==> config.mk <==
export PLATFORM = sky130hd
export DESIGN_NAME = name_to_key_binding_table_core
export DESIGN_NICKNAME = d
export VERILOG_FILES = /design/src/design/n2k_pkg.sv /design/src/design/n2k_ram.sv /design/src/design/name_to_key_binding_table_core.sv
export VERILOG_INCLUDE_DIRS = /design/src /design/src/design
export SDC_FILE = /design/constraint.sdc
export NUM_CORES = 1
export LEC_CHECK = 0
export BUFFER_PORTS_ARGS = -buffer_cell sky130_fd_sc_hd__buf_2
export CORE_MARGIN = 2
export CORE_UTILIZATION = 61
export DETAILED_ROUTE_END_ITERATION = 6
export GPL_TIMING_DRIVEN = 0
export PLACE_DENSITY = 0.79
export SLEW_MARGIN = 40
export SYNTH_ARGS = -nofsm -noshare
export SYNTH_HDL_FRONTEND = slang
export SYNTH_SLANG_ARGS = --single-unit
==> constraint.sdc <==
create_clock -name clk -period 7.3 [get_ports clk]
set_input_delay 0.73 -clock clk [delete_from_list [all_inputs] [get_ports clk]]
set_output_delay 0.73 -clock clk [all_outputs]
set_load 0.1 [all_outputs]
==> src/design/name_to_key_binding_table_core_assert.svh <==
// ----------------------------------------------------------------------------
// name_to_key_binding_table_core_assert.svh
// Assertion macros for the name-to-key binding table. They assume clk and
// arst_n in the scope where they are used.
// ----------------------------------------------------------------------------
`ifndef NAME_TO_KEY_BINDING_TABLE_CORE_ASSERT_SVH
`define NAME_TO_KEY_BINDING_TABLE_CORE_ASSERT_SVH

// antecedent holds -> consequent in the same cycle
`define N2K_ASSERT_NOW(label, ante, cons, msg) \
	label: assert property (@(posedge clk) disable iff (!arst_n) (ante) |-> (cons)) \
		else $error(msg);

// antecedent holds -> consequent in the next cycle
`define N2K_ASSERT_NEXT(label, ante, cons, msg) \
	label: assert property (@(posedge clk) disable iff (!arst_n) (ante) |=> (cons)) \
		else $error(msg);

`endif

==> src/design/n2k_pkg.sv <==
// ----------------------------------------------------------------------------
// n2k_pkg
// Shared constants, opcodes and a helper of the name-to-key binding table.
// ----------------------------------------------------------------------------
package n2k_pkg;

	localparam int NAME_BYTES_DEF  = 8;
	localparam int ENTRY_COUNT_DEF = 16;

	localparam int NAME_CHARS_W = 56;
	localparam int NAME_LEN_W   = 4;
	localparam int KEY_W        = 8;
	localparam int OPCODE_W     = 2;

	localparam int S_TDATA_W = 72;
	localparam int M_TDATA_W = 16;

	localparam logic [OPCODE_W-1:0] OP_NOTE   = 2'd0;
	localparam logic [OPCODE_W-1:0] OP_LOOKUP = 2'd1;
	localparam logic [OPCODE_W-1:0] OP_CLEAR  = 2'd2;

	// byte mask keeping the first len characters
	function automatic logic [NAME_CHARS_W-1:0] prefix_mask(input logic [NAME_LEN_W-1:0] len);
		logic [NAME_CHARS_W-1:0] m;
		m = '0;
		for (int b = 0; b < NAME_CHARS_W / 8; b++) begin
			m[b*8 +: 8] = (NAME_LEN_W'(b) < len) ? 8'hFF : 8'h00;
		end
		return m;
	endfunction

endpackage

==> src/design/n2k_ram.sv <==
// ----------------------------------------------------------------------------
// n2k_ram
// Generic single-write, single-read RAM with a registered read port.
// ----------------------------------------------------------------------------
module n2k_ram #(
	parameter int WIDTH = 8,
	parameter int DEPTH = 16
) (
	input  logic                     clk,
	input  logic                     wr_en,
	input  logic [$clog2(DEPTH)-1:0] wr_addr,
	input  logic [WIDTH-1:0]         wr_data,
	input  logic                     rd_en,
	input  logic [$clog2(DEPTH)-1:0] rd_addr,
	output logic [WIDTH-1:0]         rd_data
);

	logic [WIDTH-1:0] mem_q [DEPTH];

	always_ff @(posedge clk) begin
		if (wr_en) begin
			mem_q[wr_addr] <= wr_data;
		end
		if (rd_en) begin
			rd_data <= mem_q[rd_addr];
		end
	end

endmodule

==> src/design/name_to_key_binding_table_core.sv <==
// ----------------------------------------------------------------------------
// name_to_key_binding_table_core
// Associative table binding short byte-string names to key codes, with
// round-robin replacement of the oldest slot.
// ----------------------------------------------------------------------------
// Usage:
//   Slave stream s_*: one transaction per operation. s_tuser carries the
//   opcode (note, lookup, clear). Master stream m_*: exactly one result
//   transaction per accepted operation, in order.
//   Note and lookup walk the entry RAM one slot per cycle through its single
//   read port; the scan ends at the first match or after the last slot, and a
//   note then writes its entry back before the result is registered. Clear,
//   unused opcodes and rejected ops go straight to the result register.
//   One operation is in flight at a time; s_tready is high only while the
//   engine is idle, from the cycle after each result is registered.
//   The result sits in an output register; a stalled receiver holds it and
//   the next operation may be accepted and worked on meanwhile, only its
//   own result waits for the register to drain.
//   Reset (arst_n low) empties the table at once via per-slot valid flops
//   and returns the replacement pointer to slot 0; clear does the same.
// ----------------------------------------------------------------------------
module name_to_key_binding_table_core #(
	parameter int NAME_BYTES  = n2k_pkg::NAME_BYTES_DEF,
	parameter int ENTRY_COUNT = n2k_pkg::ENTRY_COUNT_DEF
) (
	input  logic                           clk,
	input  logic                           arst_n,
	// name_chars[55:0], name_len[59:56], key_code[67:60],
	// wide_char_present[68], zero pad[71:69]
	input  logic [n2k_pkg::S_TDATA_W-1:0]  s_tdata,
	// opcode[1:0]
	input  logic [n2k_pkg::OPCODE_W-1:0]   s_tuser,
	input  logic                           s_tvalid,
	output logic                           s_tready,
	// found_key[7:0], hit[8], accepted[9], zero pad[15:10]
	output logic [n2k_pkg::M_TDATA_W-1:0]  m_tdata,
	output logic                           m_tvalid,
	input  logic                           m_tready
);
	import n2k_pkg::*;

	localparam int NW = (NAME_BYTES - 1) * 8;
	localparam int LW = $clog2(NAME_BYTES);
	localparam int EW = LW + KEY_W + NW;
	localparam int AW = $clog2(ENTRY_COUNT);
	localparam int CW = AW + 1;
	localparam logic [NAME_LEN_W-1:0] NB_LEN = NAME_LEN_W'(NAME_BYTES);
	localparam logic [AW-1:0] LAST_SLOT = AW'(ENTRY_COUNT - 1);
	localparam logic [CW-1:0] SCAN_END  = CW'(ENTRY_COUNT);

	localparam logic [1:0] ST_IDLE  = 2'd0;
	localparam logic [1:0] ST_SCAN  = 2'd1;
	localparam logic [1:0] ST_WRITE = 2'd2;
	localparam logic [1:0] ST_DONE  = 2'd3;

	logic [1:0] state_q;

	// input fields
	logic [NAME_CHARS_W-1:0] in_chars;
	logic [NAME_LEN_W-1:0]   in_len;
	logic [KEY_W-1:0]        in_key;
	logic                    in_wide;
	logic [OPCODE_W-1:0]     in_op;
	logic [NAME_CHARS_W-1:0] in_name_full;

	assign in_chars     = s_tdata[55:0];
	assign in_len       = s_tdata[59:56];
	assign in_key       = s_tdata[67:60];
	assign in_wide      = s_tdata[68];
	assign in_op        = s_tuser;
	assign in_name_full = in_chars & prefix_mask(in_len);

	logic len_ok, note_ok, look_ok, in_acc;
	assign len_ok  = (in_len != '0) && (in_len < NB_LEN);
	assign note_ok = (in_op == OP_NOTE) && len_ok && (in_key != '0);
	assign look_ok = (in_op == OP_LOOKUP) && len_ok && !in_wide;
	assign s_tready = (state_q == ST_IDLE);
	assign in_acc   = s_tvalid && s_tready;

	// operation registers
	logic                 is_note_q;
	logic [NW-1:0]        q_name_q;
	logic [LW-1:0]        q_len_q;
	logic [KEY_W-1:0]     key_q;

	// table control
	logic [ENTRY_COUNT-1:0] valid_q;
	logic [AW-1:0]          next_slot_q;
	logic [CW-1:0]          scan_q;
	logic [AW-1:0]          idx_s1;
	logic                   pend_s1;
	logic [AW-1:0]          slot_q;
	logic                   found_q;

	// result
	logic [KEY_W-1:0] res_key_q;
	logic             res_hit_q;
	logic             res_acc_q;
	logic             m_valid_q;
	logic [M_TDATA_W-1:0] m_data_q;

	// RAM
	logic          rd_en, wr_en;
	logic [AW-1:0] wr_addr;
	logic [EW-1:0] wr_data, rd_data;
	logic [NW-1:0] rd_name;
	logic [KEY_W-1:0] rd_key;
	logic [LW-1:0] rd_len;

	assign rd_en   = (state_q == ST_SCAN) && (scan_q < SCAN_END);
	assign wr_en   = (state_q == ST_WRITE);
	assign wr_addr = slot_q;
	assign wr_data = {q_len_q, key_q, q_name_q};
	assign rd_name = rd_data[NW-1:0];
	assign rd_key  = rd_data[NW +: KEY_W];
	assign rd_len  = rd_data[EW-1 -: LW];

	n2k_ram #(
		.WIDTH (EW),
		.DEPTH (ENTRY_COUNT)
	) u_entry_ram (
		.clk     (clk),
		.wr_en   (wr_en),
		.wr_addr (wr_addr),
		.wr_data (wr_data),
		.rd_en   (rd_en),
		.rd_addr (scan_q[AW-1:0]),
		.rd_data (rd_data)
	);

	logic match, scan_last, out_free;
	assign match     = pend_s1 && valid_q[idx_s1] && (rd_len == q_len_q) && (rd_name == q_name_q);
	assign scan_last = pend_s1 && (idx_s1 == LAST_SLOT);
	assign out_free  = !m_valid_q || m_tready;

	always_ff @(posedge clk or negedge arst_n) begin
		if (!arst_n) begin
			state_q     <= ST_IDLE;
			valid_q     <= '0;
			next_slot_q <= '0;
			scan_q      <= '0;
			pend_s1     <= 1'b0;
			m_valid_q   <= 1'b0;
		end else begin
			case (state_q)
				ST_IDLE: begin
					if (in_acc) begin
						scan_q  <= '0;
						pend_s1 <= 1'b0;
						if (note_ok || look_ok) begin
							state_q <= ST_SCAN;
						end else begin
							if (in_op == OP_CLEAR) begin
								valid_q     <= '0;
								next_slot_q <= '0;
							end
							state_q <= ST_DONE;
						end
					end
				end
				ST_SCAN: begin
					pend_s1 <= rd_en;
					if (rd_en) begin
						scan_q <= scan_q + 1'b1;
					end
					if (match || scan_last) begin
						state_q <= is_note_q ? ST_WRITE : ST_DONE;
					end
				end
				ST_WRITE: begin
					valid_q[slot_q] <= 1'b1;
					if (!found_q) begin
						next_slot_q <= (next_slot_q == LAST_SLOT) ? '0 : next_slot_q + 1'b1;
					end
					state_q <= ST_DONE;
				end
				ST_DONE: begin
					if (out_free) begin
						state_q <= ST_IDLE;
					end
				end
				default: begin
					state_q <= ST_IDLE;
				end
			endcase

			if (state_q == ST_DONE && out_free) begin
				m_valid_q <= 1'b1;
			end else if (m_tready) begin
				m_valid_q <= 1'b0;
			end
		end
	end

	// payload registers
	always_ff @(posedge clk) begin
		if (in_acc) begin
			is_note_q <= note_ok;
			q_name_q  <= in_name_full[NW-1:0];
			q_len_q   <= in_len[LW-1:0];
			key_q     <= in_key;
			res_key_q <= '0;
			res_hit_q <= 1'b0;
			res_acc_q <= 1'b0;
		end
		if (rd_en) begin
			idx_s1 <= scan_q[AW-1:0];
		end
		if (state_q == ST_SCAN && (match || scan_last)) begin
			found_q   <= match;
			slot_q    <= match ? idx_s1 : next_slot_q;
			res_key_q <= (match && !is_note_q) ? rd_key : '0;
			res_hit_q <= match && !is_note_q;
		end
		if (state_q == ST_WRITE) begin
			res_acc_q <= 1'b1;
		end
		if (state_q == ST_DONE && out_free) begin
			m_data_q <= {{(M_TDATA_W - KEY_W - 2){1'b0}}, res_acc_q, res_hit_q, res_key_q};
		end
	end

	assign m_tvalid = m_valid_q;
	assign m_tdata  = m_data_q;

	`include "name_to_key_binding_table_core_assert.svh"

	`N2K_ASSERT_NOW(a_miss_key_zero, m_tvalid && !m_tdata[KEY_W], m_tdata[KEY_W-1:0] == '0, "key on a miss")
	`N2K_ASSERT_NOW(a_hit_not_acc, m_tvalid, !(m_tdata[KEY_W] && m_tdata[KEY_W+1]), "hit and accepted together")
	`N2K_ASSERT_NEXT(a_one_in_flight, s_tvalid && s_tready, !s_tready, "second transaction taken while busy")
	`N2K_ASSERT_NOW(a_slot_range, 1'b1, next_slot_q <= LAST_SLOT, "replacement pointer out of range")

endmodule
# Word level (Yosys, flattened, before mapping)
# Memory sizes are Yosys's and may differ from the RTL's. A register that Yosys moved wholly into a read port is not among the register bits.
# Cells that the tools add are included.
classes:
  bitwise_logic: 2
  muxes: 41
  magnitude_cmp: 12
  n_addsub: 2
  eq_ne: 16
  reduce_logical: 34
ops:
  columns: ["operator", "count"]
  rows:
  - ["8-bit two-way mux", 10]
  - ["56-bit AND", 1]
  - ["56-bit == test", 1]
  - ["16-bit two-way mux", 3]
  - ["16-bit one-hot mux with 2 select lines", 1]
  - ["4-bit two-way mux", 6]
  - ["16-bit OR", 1]
  - ["1-bit logical AND", 15]
  - ["3-bit by 4-bit less-than comparator with 1-bit output, first input constant", 3]
  - ["4-bit by 5-bit less-than comparator with 1-bit output, second input constant", 2]
  - ["5-bit two-way mux", 2]
  - ["5-bit one-hot mux with 2 select lines", 1]
  - ["1-bit two-way mux", 9]
  - ["4-bit == test, second input constant", 2]
  - ["1-bit by 4-bit less-than comparator with 1-bit output, first input constant", 2]
  - ["2-bit by 4-bit less-than comparator with 1-bit output, first input constant", 2]
  - ["2-bit two-way mux", 4]
  - ["2-bit inequality test, second input constant", 4]
  - ["2-bit one-hot mux with 4 select lines", 1]
  - ["4-bit one-hot mux with 2 select lines", 1]
  - ["2-bit nonzero test", 4]
  - ["8-bit nonzero test", 1]
  - ["2-bit == test, second input constant", 3]
  - ["2-bit by 1-bit inequality test with 1-bit output, second input constant", 3]
  - ["18 further kinds", 25]
word_totals:
  ramBits: 1072
  inputBits: 78
  mem_count: 1
  out_inout_bits: 18
  word_cells: 125
  regBits: 126
memory_table:
  columns: ["memory", "depth", "width", "rd", "rd_clocked_by_memory_dff", "wr", "line", "text"]
  rows:
  - ["u_entry_ram.mem_q", 16, 67, 1, 1, 1, "n2k_ram.sv:18", "logic [WIDTH-1:0] mem_q [DEPTH];"]

# Depth between registers and ports, before layout
# Gate-level depths: netlist (run 1).
logic_depth:
  word_depth: 8
  mapped_depth: 9
  ltp_nobuf: 9

# Modules after synthesis
# Synthesis (run 1) repeated with hierarchy kept, for this count alone.
unflattened:
  cells_unflattened: 2164
  hier_area_um2: 47961.0
modules_own_cells:
  columns: ["mod", "area_per_inst_um2", "seq_area_each_um2", "instances", "cells_per_inst"]
  rows:
  - ["n2k_ram", 42075.4, 34202.8, 1, 1724]
  - ["name_to_key_binding_table_core", 5885.6, 3628.5, 1, 440]

# Worst setup path after synthesis (run 1)
# OpenSTA, ideal clock, no wires.
synth_timing:
  kind: "register -> register"
  start: "reg state_q[0]"
  end: "mem u_entry_ram.mem_q[1][0] in the netlist's numbering (enable)"
  path_buffers: 1
  required_ns: 6.726
  arrival_time_ns: 5.931
  stages_incl_launch_ff: 7
  slack_ns: 0.795
  synth_period_minus_slack_ns: 6.505
  setup_time_ns: 0.574
  path_cell_list: "dfrtp_1 -> inv_1 -> ha_1 -> clkbuf_1 -> nand2_1 -> or2_2 -> nor3_1"
synth_between:
  elab_chain_cells: 3
synth_lines:
  columns: ["item", "line", "text"]
  rows:
  - ["from (decl)", "name_to_key_binding_table_core.sv:56", "logic [1:0] state_q;"]
  - ["from (signal assigned)", "name_to_key_binding_table_core.sv:167", "state_q <= is_note_q ? ST_WRITE : ST_DONE;"]
  - ["2-bit == test", "name_to_key_binding_table_core.sv:111", "assign wr_en = (state_q == ST_WRITE);"]
  - ["1-bit two-way mux", "n2k_ram.sv:21", "if (wr_en) begin"]
  - ["1-bit two-way mux (not written as such)", "n2k_ram.sv:22", "mem_q[wr_addr] <= wr_data;"]
  - ["to (decl)", "n2k_ram.sv:18", null]
# Every way passes these cells.

# Worst setup path in the final report (run 1)
layout_timing:
  start: "reg q_name_q[49]"
  end: "reg res_key_q[3] (enable)"
layout_between:
  elab_chain_cells: 5
layout_lines:
  columns: ["item", "line", "text"]
  rows:
  - ["from (decl)", "name_to_key_binding_table_core.sv:82", "logic [NW-1:0] q_name_q;"]
  - ["from (signal assigned)", "name_to_key_binding_table_core.sv:199", "q_name_q <= in_name_full[NW-1:0];"]
  - ["56-bit == test", "name_to_key_binding_table_core.sv:132", "assign match = pend_s1 && valid_q[idx_s1] && (rd_len == q_len_q) && (rd_name == q_name_q);"]
  - ["1-bit logical AND", "name_to_key_binding_table_core.sv:132", null]
  - ["1-bit logical OR", "name_to_key_binding_table_core.sv:209", "if (state_q == ST_SCAN && (match || scan_last)) begin"]
  - ["1-bit logical AND", "name_to_key_binding_table_core.sv:209", null]
  - ["2-bit nonzero test (no line)", null, null]
  - ["to (signal assigned)", "name_to_key_binding_table_core.sv:212", "res_key_q <= (match && !is_note_q) ? rd_key : '0;"]
  - ["to (decl)", "name_to_key_binding_table_core.sv:96", "logic [KEY_W-1:0] res_key_q;"]
# Every way passes these cells.
# A chain may end at the register's enable or synchronous reset.

==> results.json, run 1 <==
{
  "status": "completed",
  "pre_cts_slack_ns": 2.719,
  "syn-mean-instance-area_sq_um": 23.95,
  "firstDrtPassIters": 6,
  "die-height_um": 284.4,
  "coreArea_sq_mm": 0.07759,
  "synth_area_sq_mm": 0.04795,
  "start_util_pct": 61.80,
  "finalHoldViolCount": 0,
  "r2r_start": "q_name_q[49]",
  "setup_viol": 0,
  "synthFlopType": "edfxtp_1",
  "nNetsFinal": 2441,
  "vias": 24497,
  "max-cap-violations": 0,
  "synth_common_cells": "edfxtp_1 (1,235), mux4_2 (339), nor2b_1 (59)",
  "yosysMostFrequentCell": "edfxtp_1",
  "worst_slack_ns": 2.435,
  "fillers": 4165,
  "worst_pin_slew_ns": 0.8669,
  "syn_to_final_growth_pct": 16.62,
  "final_util_pct": 72.07,
  "ir_drop_uv": 307.1,
  "synth_warnings": 0,
  "rsz0062_at_grt": "false",
  "yosys-top-cells-area": "edfxtp_1 (77%), mux4_2 (16%), dfrtp_1 (1.5%), nor2b_1 (0.77%), xnor2_1 (0.68%)",
  "grt-ovfl-total": 0,
  "path_class": "reg -> reg",
  "drc": 0,
  "avgRoutedWirePerCell_um": 36.66,
  "cts_hold_buffers": 0,
  "fmax_mhz": 205.6,
  "fin_worst_skew_ns": 0.01864,
  "clock-sinks": 1265,
  "setup.worst_path.start_class": "flop",
  "crit_fanout": 17,
  "worstSetupStartpoint": "q_name_q[49]",
  "synth_top_area_cell": "edfxtp_1",
  "drtIter0Drc": 4190,
  "fin_crit_ns": 4.865,
  "ys_ff_latch": 1265,
  "leakage_nw": 17.93,
  "min_period_over_period_pct": 66.64,
  "maxSlewViolCount": 0,
  "grt_pass1_vias": 24788,
  "synth-edff-count": 1235,
  "drtAntennaViolNets": 0,
  "cts-htree-levels": 3,
  "die_x_um": 284.4,
  "drive_gt1_share_pct": 34.50,
  "syn_inst": 2002,
  "portBuffers": 85,
  "dp_hpwl_um": 78790,
  "cts_setup_buffers": 0,
  "crit_arrival_ns": 5.18,
  "io_pins": 96,
  "synthArstFlopShare_pct": 2.292,
  "clk_pin_slew_ns": 0.07,
  "hold_ws_ns": 0.09612,
  "grt_usage_pct": 32.17,
  "n_antenna_cell": 0,
  "numCtsBuffers": 118,
  "cts_tree": "yes",
  "routed_wl_um": 128000,
  "cts_root_buf": "clkbuf_16",
  "relSlewSlack_pct": 41.60,
  "cts_max_path_buffers": 3,
  "seq_area_frac_synth_pct": 78.89,
  "grt_max_degree": 40,
  "die_area_sq_mm": 0.08087,
  "grt_pass1_wl_um": 181000,
  "min_path_type": "in -> async",
  "num_rows": 102,
  "p_per_area_mw_per_mm2": 353.0,
  "antenna_found_initial": 7,
  "synth_cell_types": 54,
  "clk_latency_ns": 0.68,
  "worstSetupEndpointType": "flop",
  "routabilityCongestion": 0.8102,
  "yosys.area.top_type_share_pct": 77.34,
  "worstPathRequired_ns": 7.61,
  "via_per_inst": 7.015,
  "ctsResizeCount": 0
}
## metrics by stage
step / TNS [ns] / std cells / total power [mW] / cell area (sq um)
3_5_place_dp: 0 / 3277 / 13.58 / 52100
5_1_grt: 0 / 3492 / 20.21 / 55920
6_report: 0 / 3492 / 19.74 / 55920
2_1_floorplan: 0 / 2007 / 12.03 / 47970
3_3_place_gp: -2412.97 / 3132 / 13.27 / 49700
4_1_cts: 0 / 3492 / 19.73 / 55900
## per-layer routing
metal,track usage [%],wire length (um),vias to the layer above
met4,17.03,7975,4
met1,41.14,42430,12583
met5,0,27,-
li1,-,-,9221
met3,6.380,13600,466
met2,53.04,63970,2223
## kinds of logic after synthesis
family,after synthesis,synth area share [%]
compound gates,61,0.9707
xor+xnor,54,0.9863
fa+ha+maj,6,0.1566
buf+inv,102,0.9158
flops,1265,78.89
mux,344,16.04
other cells,1,0.007820
simple gates,169,2.033
## state kept, by name, summed over array words and instances, names as in the netlist, 5 cells and up
| register | cells |
|---|---|
| m_tdata | 10 |
| key_q | 8 |
| valid_q | 16 |
| scan_q | 5 |
| u_entry_ram.mem_q | 1072 |
| u_entry_ram.rd_data | 67 |
| res_key_q | 8 |
| q_name_q | 56 |
## layout by cell type (no fill, tap or decap), types with 3 or more instances in the layout
master / count
mux2_2: 4
clkinv_2: 26
nor2_4: 14
and2_1: 9
a21o_1: 5
clkinv_1: 23
buf_16: 46
buf_8: 33
nand2_1: 12
buf_2: 144
nor4_2: 4
nor4_1: 4
clkbuf_16: 119
xnor2_1: 37
or2_2: 3
buf_4: 41
nor3_2: 5
nand3_1: 6
nand4_1: 12
clkbuf_8: 7
nor2b_1: 58
clkinvlp_4: 5
nor2_1: 13
nand2b_1: 7
o21ai_0: 8
xor2_1: 17
a22o_1: 24
a21oi_1: 5
dfrtp_1: 29
mux4_2: 339
nor3_1: 8
inv_1: 11
bufinv_16: 12
edfxtp_1: 1235
ha_1: 6
conb_1: 6
clkbuf_1: 48
clkbuf_2: 25
o22ai_1: 3
## area by class of cell
cell class              count  area (sq um)  area share, %
inverters                  12         52.55        0.09397
plain buffers              90         435.4         0.7786
clock inverters            70         649.4          1.161
repair buffers            230          2611          4.670
flip-flops and latches   1265         37830          67.65
well taps                1040          1301          2.327
multi-input cells         640          9894          17.69
clock buffers             145          3146          5.625
## report_power, final
| part | internal [mW] | switching, mW | total (mW) | leakage [nW] |
|---|---|---|---|---|
| sequential | 8.78 | 0.447 | 9.22 | 11.6 |
| combinational | 1.94 | 2.45 | 4.40 | 4.49 |
| clock | 3.47 | 2.65 | 6.12 | 1.86 |
## worst paths after layout
| kind | to | slack [ns] | cells after the start |
|---|---|---|---|
| min | m_tvalid | 0.1 | 1 |
| min reg2reg | m_tdata[1] | 0.43 | 0 |
| min in group clk | key_q[6] | 0.24 | 1 |
| max | res_key_q[3] | 2.44 | 7 |
| max in group asynchronous | next_slot_q[1] | 6.75 | 1 |
| max reg2reg | res_key_q[3] | 2.44 | 7 |
## worst max-delay path, cell delays in order, from the launching register on
cell and delay, ns:
edfxtp_1 0.61, xnor2_1 0.70, nand4_1 0.45, nor4_1 0.71, nand4_1 0.45, nor3b_4 0.58, o21a_1 0.38, or2_2 0.61
Power figures use the tool's default switching activity.
==> run 2, diff against run 1 <==
- clock period: 7.3 -> 4.8 ns (I/O delays scaled with it)
==> run 2 against run 1 <==
  * Die area did not move
  * Power rose by 51%
  * Highest routed layer unchanged
  * Core utilization fell by 0.18 points
==> results.json, run 2 (same netlist as run 1, synthesis figures left out) <==
{
  "cp.depth": 7,
  "fin_cells": 3478,
  "avgRoutedWirePerCell_um": 36.64,
  "worst_pin_slew_ns": 0.9079,
  "nNetsFinal": 2421,
  "antenna_found_initial": 5,
  "setup.worst_path.start_class": "flop",
  "p_sw_share_pct": 28.19,
  "power.internal_mw": 21.37,
  "relSlewSlack_pct": 39.48,
  "final_cell_mix": "edfxtp_1 (1,235), mux4_2 (339), clkbuf_16 (120)",
  "p_seq_share_pct": 47.1,
  "worstPathRequired_ns": 5.11,
  "drive_gt1_share_pct": 33.57,
  "dp_cells": 3251,
  "coreArea_sq_mm": 0.07759,
  "io_pins": 96,
  "finalHoldViolCount": 0,
  "cts_root_buf": "clkbuf_16",
  "grt_pass1_vias": 24695,
  "maxSlewViolCount": 0,
  "status": "completed",
  "clock-sinks": 1265,
  "cts-htree-levels": 3,
  "largest_reg_flops": 1072,
  "reg2reg_slack_ns": 0.26,
  "syn_to_final_growth_pct": 16.33,
  "path_delay_family": "simple AND/OR/NAND/NOR gates",
  "ir_drop_uv": 467.4,
  "crit_arrival_ns": 4.86,
  "via_per_inst": 6.915,
  "r2r_cells": 7,
  "leakage_nw": 17.78,
  "grt_max_degree": 36,
  "rsz0062_at_grt": "false",
  "pwr-share-clk_pct": 30.7,
  "p_sw_mw": 8.388,
  "portBuffers": 85,
  "crit_fanout": 17,
  "min_period_over_period_pct": 94.64,
  "path_class": "reg -> reg",
  "num_rows": 102,
  "min_path_type": "in -> reg",
  "die-height_um": 284.4,
  "grt_pass1_wl_um": 180500,
  "setup_viol": 0,
  "worstHoldPathCells": 4,
  "top_register": "u_entry_ram.mem_q",
  "worstSetupEndpointType": "flop",
  "post_dp_cell_area_sq_mm": 0.05196,
  "start_util_pct": 61.80,
  "crit_path_cell_trace": "xor2_1 > nor4_2 > nand4_1 > or4_4 > nor3b_4 > o21a_1 > or2_2",
  "worstSetupStartpoint": "q_name_q[27]",
  "top_regs": "u_entry_ram.mem_q x1072, u_entry_ram.rd_data x67, q_name_q x56",
  "die_area_sq_mm": 0.08087,
  "drc": 0,
  "grt-ovfl-total": 0,
  "critPathBufInv": 0,
  "r2r_end": "res_key_q[2]",
  "routabilityCongestion": 0.8029,
  "grt_usage_pct": 32.16,
  "clk_latency_ns": 0.71,
  "fin_crit_ns": 4.542,
  "drtAntennaViolNets": 0,
  "cts_tree": "yes",
  "max-cap-violations": 0,
  "p_per_area_mw_per_mm2": 533.4,
  "firstDrtPassIters": 6,
  "clk_pin_slew_ns": 0.06,
  "max_stage_delay_ns": 0.75,
  "fmax_mhz": 220.1,
  "combPwrFrac_pct": 22.2,
  "final_common_cell": "edfxtp_1",
  "fillers": 4196,
  "fin_worst_skew_ns": 0.03451,
  "vias": 24050,
  "slowest_stage": "nor4_2",
  "numCtsBuffers": 117,
  "die_x_um": 284.4,
  "finalInstanceArea_sq_mm": 0.05578,
  "dp_hpwl_um": 78110,
  "cts_max_path_buffers": 3,
  "routed_wl_um": 127400,
  "drtIter0Drc": 3693,
  "endpoint": "res_key_q[2]",
  "fin_setup_tns_ns": 0,
  "r2r_start": "q_name_q[27]"
}
==> run 2: cell count changes in the layout (fill, tap and decap cells not counted), sizes merged, moves of 2 or more <==
cell,delta
buf,-25
clkinv,+7
bufinv,-2
dlygate4sd3,+7
clkbuf,-3
==> run 2: how the worst min path moves through the flow <==
stage / slack (ns) / end / from
after floorplan: 0.18 / m_tvalid / arst_n
after global placement: 0.41 / m_tdata[5] / res_key_q[5]
after CTS: 0.04 / m_tvalid / m_tready
after global routing: 0.06 / q_name_q[40] / s_tdata[40]
final: 0.06 / m_tvalid / m_tready
after detailed placement: 0.41 / m_tdata[8] / res_hit_q
==> run 2: layout make-up <==
| cell class | count | area, sq um | share of cell area [%] |
|---|---|---|---|
| Timing Repair Buffer | 211 | 2512 | 4.504 |
| Multi-Input combinational cell | 640 | 9921 | 17.78 |
| Antenna cell | 1 | 2.502 | 0.004486 |
| Clock buffer | 143 | 3089 | 5.538 |
| Buffer | 90 | 439.2 | 0.7873 |
| Clock inverter | 76 | 634.4 | 1.137 |
| Tap cell | 1040 | 1301 | 2.333 |
| Inverter | 12 | 52.55 | 0.09420 |
| Sequential cell | 1265 | 37830 | 67.82 |
==> run 2: worst reg2reg max path: stages, from the launching register on <==
cell	delay [ns]
edfxtp_1	0.68
xor2_1	0.30
nor4_2	0.75
nand4_1	0.34
or4_4	0.57
nor3b_4	0.51
o21a_1	0.43
or2_2	0.56
==> run 2: metrics by stage <==
| stage | power, mW | setup WS [ns] | hold WS [ns] | util (%) |
|---|---|---|---|---|
| 6_report | 29.76 | 0.2575 | 0.05683 | 71.89 |
| 5_1_grt | 30.49 | 0.1915 | 0.06380 | 71.89 |
| 4_1_cts | 29.76 | 0.3790 | 0.04023 | 71.86 |
| 3_5_place_dp | 20.61 | 0.5007 | 0.4055 | 66.97 |
| 3_3_place_gp | 20.11 | -3.875 | 0.4054 | 64.07 |
| 2_1_floorplan | 18.30 | 0.09707 | 0.1844 | - |
==> run 2: timing repair <==
item,CTS,global route
resized for setup,0,0
hold buffers,7,0
endpoints found under the hold margin,35,0
setup buffers,0,0
==> run 2: routing by layer <==
metal	vias to the layer above	part of all wire [%]	track usage (%)
met5	-	0.051	0
met2	1929	50	52.56
met3	418	11	8.058
li1	9187	-	-
met1	12508	34	40.70
met4	8	5.7	16.17
==> run 2: power groups by stage <==
stage | logic (mW) | registers [mW] | clock network [mW]
2_1_floorplan | 4.10 | 14.2 | 0
3_3_place_gp | 5.92 | 14.2 | 0
3_5_place_dp | 6.43 | 14.2 | 0
4_1_cts | 6.61 | 14.0 | 9.17
5_1_grt | 6.86 | 14.1 | 9.54
6_report | 6.61 | 14.0 | 9.12
